`src/acit_pkg.sv`:
```
// Shared types, constants and helper functions for the alpha-cut interval table.
// Depends on nothing; every other file of the block imports it.
package acit_pkg;

    localparam int TABLE_DEPTH = 16;
    localparam int IDX_W = $clog2(TABLE_DEPTH);
    localparam int CNT_W = $clog2(TABLE_DEPTH + 1);
    localparam int ALPHA_W = 17;
    localparam int BOUND_W = 32;
    localparam logic [ALPHA_W-1:0] ALPHA_ONE = 17'h10000;

    typedef enum logic [1:0] {
        OP_CLEAR  = 2'd0,
        OP_INSERT = 2'd1,
        OP_QUERY  = 2'd2,
        OP_NONE   = 2'd3
    } op_t;

    typedef enum logic [2:0] {
        ST_OK       = 3'd0,
        ST_EMPTY    = 3'd1,
        ST_FULL     = 3'd2,
        ST_ORDER    = 3'd3,
        ST_NOT_NEST = 3'd4
    } status_t;

    typedef struct packed {
        op_t                op;
        logic [ALPHA_W-1:0] alpha;
        logic [BOUND_W-1:0] left_bound;
        logic [BOUND_W-1:0] right_bound;
    } cmd_t;

    typedef struct packed {
        status_t            status;
        logic [BOUND_W-1:0] out_left;
        logic [BOUND_W-1:0] out_right;
        logic [4:0]         entry_count;
    } res_t;

    typedef enum logic [3:0] {
        S_IDLE,
        S_SCAN,
        S_CHECK,
        S_SHIFT,
        S_QSEL,
        S_QRD,
        S_MUL,
        S_DIV,
        S_DONE
    } state_t;

endpackage

```
`src/acit_front.sv`:
```
// Front part: accepts input beats, clamps alpha, and holds them in a short queue.
// Depends on acit_pkg.
module acit_front (
    input  logic           clk,
    input  logic           rst_n,
    input  logic           push,
    output logic           full,
    input  logic [1:0]     op,
    input  logic [16:0]    alpha,
    input  logic [31:0]    left_bound,
    input  logic [31:0]    right_bound,
    output logic           cmd_valid,
    input  logic           cmd_take,
    output acit_pkg::cmd_t cmd
);
    import acit_pkg::*;

    cmd_t       q_reg [2];
    logic       wp_reg, wp_next, rp_reg, rp_next;
    logic [1:0] cnt_reg, cnt_next;
    cmd_t       in_cmd;
    logic       do_push, do_pop;

    always_comb
    begin
        in_cmd.op = op_t'(op);
        in_cmd.alpha = (alpha > ALPHA_ONE) ? ALPHA_ONE : alpha;
        in_cmd.left_bound = left_bound;
        in_cmd.right_bound = right_bound;
        full = (cnt_reg == 2'd2);
        cmd_valid = (cnt_reg != 2'd0);
        cmd = q_reg[rp_reg];
        do_push = push && !full;
        do_pop = cmd_take && cmd_valid;
        wp_next = do_push ? ~wp_reg : wp_reg;
        rp_next = do_pop ? ~rp_reg : rp_reg;
        cnt_next = cnt_reg + {1'b0, do_push} - {1'b0, do_pop};
    end

    always_ff @(posedge clk)
    begin
        if (do_push)
        begin
            q_reg[wp_reg] <= in_cmd;
        end
    end

    always_ff @(posedge clk or negedge rst_n)
    begin
        if (!rst_n)
        begin
            wp_reg <= 1'b0;
            rp_reg <= 1'b0;
            cnt_reg <= 2'd0;
        end
        else
        begin
            wp_reg <= wp_next;
            rp_reg <= rp_next;
            cnt_reg <= cnt_next;
        end
    end
endmodule

```
`config.mk`:
```
export PLATFORM = sky130hd
export DESIGN_NAME = acit_front
export DESIGN_NICKNAME = d
export VERILOG_FILES = /design/src/acit_pkg.sv /design/src/acit_front.sv
export SDC_FILE = /design/constraint.sdc
export NUM_CORES = 1
export LEC_CHECK = 0
export ABC_AREA = 1
export BUFFER_PORTS_ARGS = -buffer_cell sky130_fd_sc_hd__clkbuf_2
export CAP_MARGIN = 20
export CELL_PAD_IN_SITES_DETAIL_PLACEMENT = 1
export CELL_PAD_IN_SITES_GLOBAL_PLACEMENT = 1
export CORE_ASPECT_RATIO = 0.6
export CORE_MARGIN = 2
export CORE_UTILIZATION = 41
export CTS_CLUSTER_DIAMETER = 150
export CTS_CLUSTER_SIZE = 16
export DETAILED_ROUTE_END_ITERATION = 8
export PLACE_DENSITY_LB_ADDON = 0.1
export REMOVE_ABC_BUFFERS = 1
export SYNTH_ARGS = -nofsm -noshare
export SYNTH_HDL_FRONTEND = slang
export SYNTH_SLANG_ARGS = --single-unit
```
`constraint.sdc`:
```
create_clock -name clk -period 6.2 [get_ports clk]
set_input_delay 0.31 -clock clk [delete_from_list [all_inputs] [get_ports clk]]
set_output_delay 0.31 -clock clk [all_outputs]
set_load 0.05 [all_outputs]
```
Yosys cells after proc, flatten, opt, wreduce, memory -nomap -nowiden
Memory sizes are Yosys's and may differ from the RTL's.
Cells that the tools add are included.
W data, S select, Z words.
{"block": "totals", "reg_bits": 4, "latchBits": 0, "ram_bits": 166, "mem_bits_ro": 0, "output_inout_bits": 85, "word_cells": 17, "n_memories": 1}
{"memory": "q_reg", "depth": 2, "width": 83, "rd": 1, "rd_clocked_by_memory_dff": 0, "write_ports": 1, "line_no": "acit_front.sv:18", "text": "cmd_t q_reg [2];"}
{"block": "op_classes", "addsub": 2, "multipliers": 0, "div": 0, "magnitude_cmp": 1, "eq_ne": 1, "shift": 0, "n_mux": 3, "n_bitwise": 2, "reduce_logical": 4}
{"operator": "$gt A17 B17 Y1 const B", "n": 1}
{"operator": "$mux W17", "n": 1}
{"operator": "$add A2 B1 Y2", "n": 1}
{"operator": "$eq A2 B2 Y1 const B", "n": 1}
{"operator": "$logic_and A1 B1 Y1", "n": 2}
{"operator": "$mux W1", "n": 2}
{"operator": "$not A1 Y1", "n": 2}
{"operator": "$reduce_bool A2 Y1", "n": 1}
{"operator": "$sub A2 B1 Y2", "n": 1}
{"operator": "$logic_not A1 Y1", "n": 1}

Depth between registers and ports, before layout
{"block": "logic_depth", "depth_word": 5, "ltp_mapped": 8}

Worst setup path after synthesis
OpenSTA, ideal clock, no wires.
{"block": "synth_timing", "path_kind": "register to register", "startpoint": "register cnt_reg[1]", "endpoint": "memory q_reg[0][0] (netlist name) (enable)", "setup_time_ns": 0.525, "t_arrival_ns": 4.012, "required_ns": 5.675, "slack_ns": 1.664, "path_stages_with_launch": 4, "path_buffers": 0, "period_less_slack_ns": 4.536, "path_cell_list": "dfrtp_1 inv_1 o21ai_2 nor2_1"}
{"block": "synth_between", "elab_chain_cells": 5}
{"item": "from (decl)", "line_no": "acit_front.sv:20", "text": "logic [1:0] cnt_reg, cnt_next;"}
{"item": "from (signal assigned)", "line_no": "acit_front.sv:60", "text": "cnt_reg <= cnt_next;"}
{"item": "$eq A2 B2 Y1", "line_no": "acit_front.sv:30", "text": "full = (cnt_reg == 2'd2);"}
{"item": "$logic_not A1 Y1", "line_no": "acit_front.sv:33", "text": "do_push = push && !full;"}
{"item": "$logic_and A1 B1 Y1", "line_no": "acit_front.sv:33"}
{"item": "$mux W1", "line_no": "acit_front.sv:42", "text": "if (do_push)"}
{"item": "$mux W1 (not written as such)", "line_no": "acit_front.sv:44", "text": "q_reg[wp_reg] <= in_cmd;"}
{"item": "to (decl)", "line_no": "acit_front.sv:18"}
No other way between the ends.

==> summary.md <==
| Metric | Value |
|---|---|
| Hold Path Class | `input port to register` |
| CP Data Arrival Time | `2950 ps` |
| Slowest CP cell | `buf_4` |
| Yosys warnings | `0` |
| Compound-Gate Fraction of Synth Area | `1.95%` |
| FMAX | `just over 300 MHz` |
| Core Footprint | `approximately 0.015 sq mm` |
| Clock power share | `between 20% and 30%` |
| Port bufs | `171` |
| Sw Pwr | `around 2.3 mW` |
| Post-synthesis register bit count | `170` |
| Die Y | `approximately 100 microns` |
| Hpwl dp | `roughly 10000 microns` |
| Startpoint Class | `register` |
| Final hold vios | `0` |
| Post-synthesis mux area share | `0%` |
| Largest family of logic cells by synthesized area | `simple AND/OR/NAND/NOR gates` |
| Yosys cell types | `17` |
| Sw Ratio | `47.0%` |
| Gate power share | `between 40 and 50%` |
| Die area | `0.0169 sq mm` |
| Num CTS Buffers | `17` |
| Critical-path cell list | `buf_4 -> inv_2 -> buf_4 -> nand2_1 -> nand2_1 -> clkbuf_2` |
| Antenna Nets Post-Route | `0` |
| Final setup viols | `0` |
| DR DRC count | `0` |
| CTS HTree Levels | `4` |
| N_diodes | `0` |
| CP max stage delay | `roughly 600 ps` |
| Sequential power share | `about 34%` |
| Rows | `35` |
| Unrepaired setup endpoints after global routing | `false` |
| Clk slew on worst S/H paths | `70 ps` |
| Slew HR | `a little over a third` |
| Worst Path Max Fanout | `84` |
| Crit. End Element | `output port` |
| Post-Synth Adder-Cell Area | `0.386%` |
| Worst-Margin Slew | `a little under 1000 ps` |
| Post-Synthesis Cells | `approximately 510` |
| Status | `completed` |
| Nets | `between 700 and 800` |
| GRT Util Overall | `18.7%` |
| First-pass GRT wire length | `23800 microns` |
| Max-cap viol count | `0` |
| Seq/Total Area, Yosys | `around four fifths` |
| Post_cts resized | `0` |
| Io pins | `172` |
| Skew final | `approximately 6.9 ps` |
| Reg2Reg Depth | `4` |
| Slack of the worst reg-to-reg path | `roughly 3700 ps` |
| DRT Pass-1 Iters | `4` |
| Max reg flops | `about 170` |
| Largest net degree at the start of global routing | `85` |
| Gpl congestion | `between 0.7 and 0.8` |
| Reg2reg start | `cnt_reg[1]` |
| Synthesized cell area | `approximately 0.0065 sq mm` |
| # fillers | `roughly 1700` |
| Worst hold path startpoint | `right_bound[22]` |
| Area delta synth->final | `25.4%` |
| Hold-critical path depth | `1` |
| Setup tns final | `0 ps` |
| Smallest hold slack | `just over 80 ps` |
| XOR/XNOR Fraction of Synth Area | `0.541%` |
| WS Path Type | `register to output port` |
| Die span in x | `around 170 microns` |
| Worst vdd ir | `around 0.37 mV` |
| Vias | `between 4000 and 5000` |
| Post-synthesis simple-gate area fraction | `15.7%` |
| Final Max Slew Viols | `0` |
| Initial antenna violation count | `0` |
| P_int | `2.56 mW` |
| Drt total wl | `15400 microns` |
| CTS tree | `built` |
| Min Tclk post-route | `~3300 ps` |
| Leakage power | `around 3.6 nW` |
| Max Buffers Root-to-Sink | `2` |
| Mapped Avg Cell Area | `around 13 sq um` |
| Overflow left after global routing | `0` |
| Starting density of the core | `between 40% and 50%` |
| WHS Endpoint | `q_reg[0][22]` |
| Fin crit share | `between 50 and 60%` |
| Worst-skew pair later-pin latency | `about 420 ps` |
| DRT iter0 DRCs | `roughly 250` |
| Routed WL per cell | `roughly 17 microns` |
| Root Buffer | `clkbuf_16` |
| Required @ worst endpoint | `just under 6000 ps` |
| Cell Pwr Density | `between 500 and 600 mW/mm^2` |
| Clk sink count | `between 150 and 200` |
| Vias in the first global route | `4373` |
| Share of cells above drive strength 1 | `about 32%` |
| Reg2reg end | `q_reg[1][78]` |
| Via density | `approximately 4.7` |
[power by group through the flow]
| stage | combinational, mW | sequential, mW | clock [mW] |
|---|---|---|---|
| after floorplan | 1.54 | 1.73 | 0 |
| after global placement | 2.12 | 1.65 | 0 |
| after detailed placement | 2.15 | 1.67 | 0 |
| after CTS | 2.16 | 1.65 | 1.08 |
| after global routing | 2.27 | 1.67 | 1.13 |
| final | 2.12 | 1.65 | 1.06 |
[per-layer routing]
metal	vias to the layer above	wire length (microns)	GRT usage (%)
li1	2022	-	-
met5	-	0	0
met3	14	981	6.17
met2	133	7070	30.2
met1	2060	7170	25.2
met4	0	154	4.51
[area by class of cell]
class / instances / area [sq um] / area share [%]
clock buffers: 19 / 433 / 5.33
clock inverters: 13 / 158 / 1.94
inverters: 21 / 78.8 / 0.970
multi-input cells: 292 / 1220 / 15.0
flip-flops and latches: 170 / 5090 / 62.6
well taps: 203 / 254 / 3.13
repair buffers: 176 / 896 / 11.0
[cells in the final DEF, fill, tap and decap left out, drive strengths merged, types with 2 or more instances in the layout]
master and n:
clkbuf 190, dfrtp 4, buf 4, bufinv 2, nand2 255, a21oi 16, nor2 13, edfxtp 166
xor2 3, ha 2, inv 27, clkinv 4
[cell usage after synthesis (all sizes together)]
library cell  number  area (sq um)
xnor2              1          8.76
edfxtp           166          4980
clkbuf             4          15.0
inv               21          78.8
nand2            255           960
or2                1          6.26
nor2              13          53.8
ha                 2          25.0
o21ai              1          8.76
a21oi             16           118
dfrtp              4           100
xor2               3          26.3
buf               18          96.3
[per-stage QoR]
step	cells	power [mW]	setup WS [ps]	util [%]	area, sq um
3_5_place_dp	861	3.82	3280	48.8	7530
3_3_place_gp	861	3.77	3310	48.8	7530
6_report	894	4.83	2940	52.7	8130
4_1_cts	894	4.89	2820	52.7	8130
5_1_grt	894	5.07	2630	52.7	8130
2_1_floorplan	483	3.27	1660	-	6370
[critical path: cells and delay by family (launching register included)]
family        cells  cell delay [ps]
buf+inv           4             1850
flops             1              380
simple gates      2              250
[cell families after synthesis]
| family | count (synthesis) |
|---|---|
| AO/OA/AOI/OAI | 17 |
| XOR/XNOR | 4 |
| adder cells (fa/ha/maj) | 2 |
| buffers and inverters | 43 |
| flip-flops | 170 |
| AND/OR/NAND/NOR | 269 |
[what timing repair did]
action / CTS / global route
buffers inserted: 0 / 0
endpoints found under the setup margin: 0 / 0
endpoints found under the hold margin: 4 / 0
hold buffers: 1 / 0
[how the worst max path moves through the flow]
| stage | from | depth (start not counted) | end |
|---|---|---|---|
| floorplan | cnt_reg[1] | 3 | q_reg[0][0] |
| global placement | rp_reg | 6 | cmd[46] |
| detailed placement | rp_reg | 6 | cmd[44] |
| CTS | rp_reg | 6 | cmd[44] |
| global route | rp_reg | 6 | cmd[31] |
| finish | rp_reg | 6 | cmd[44] |
Note: power is estimated with default switching activity, not from simulation.
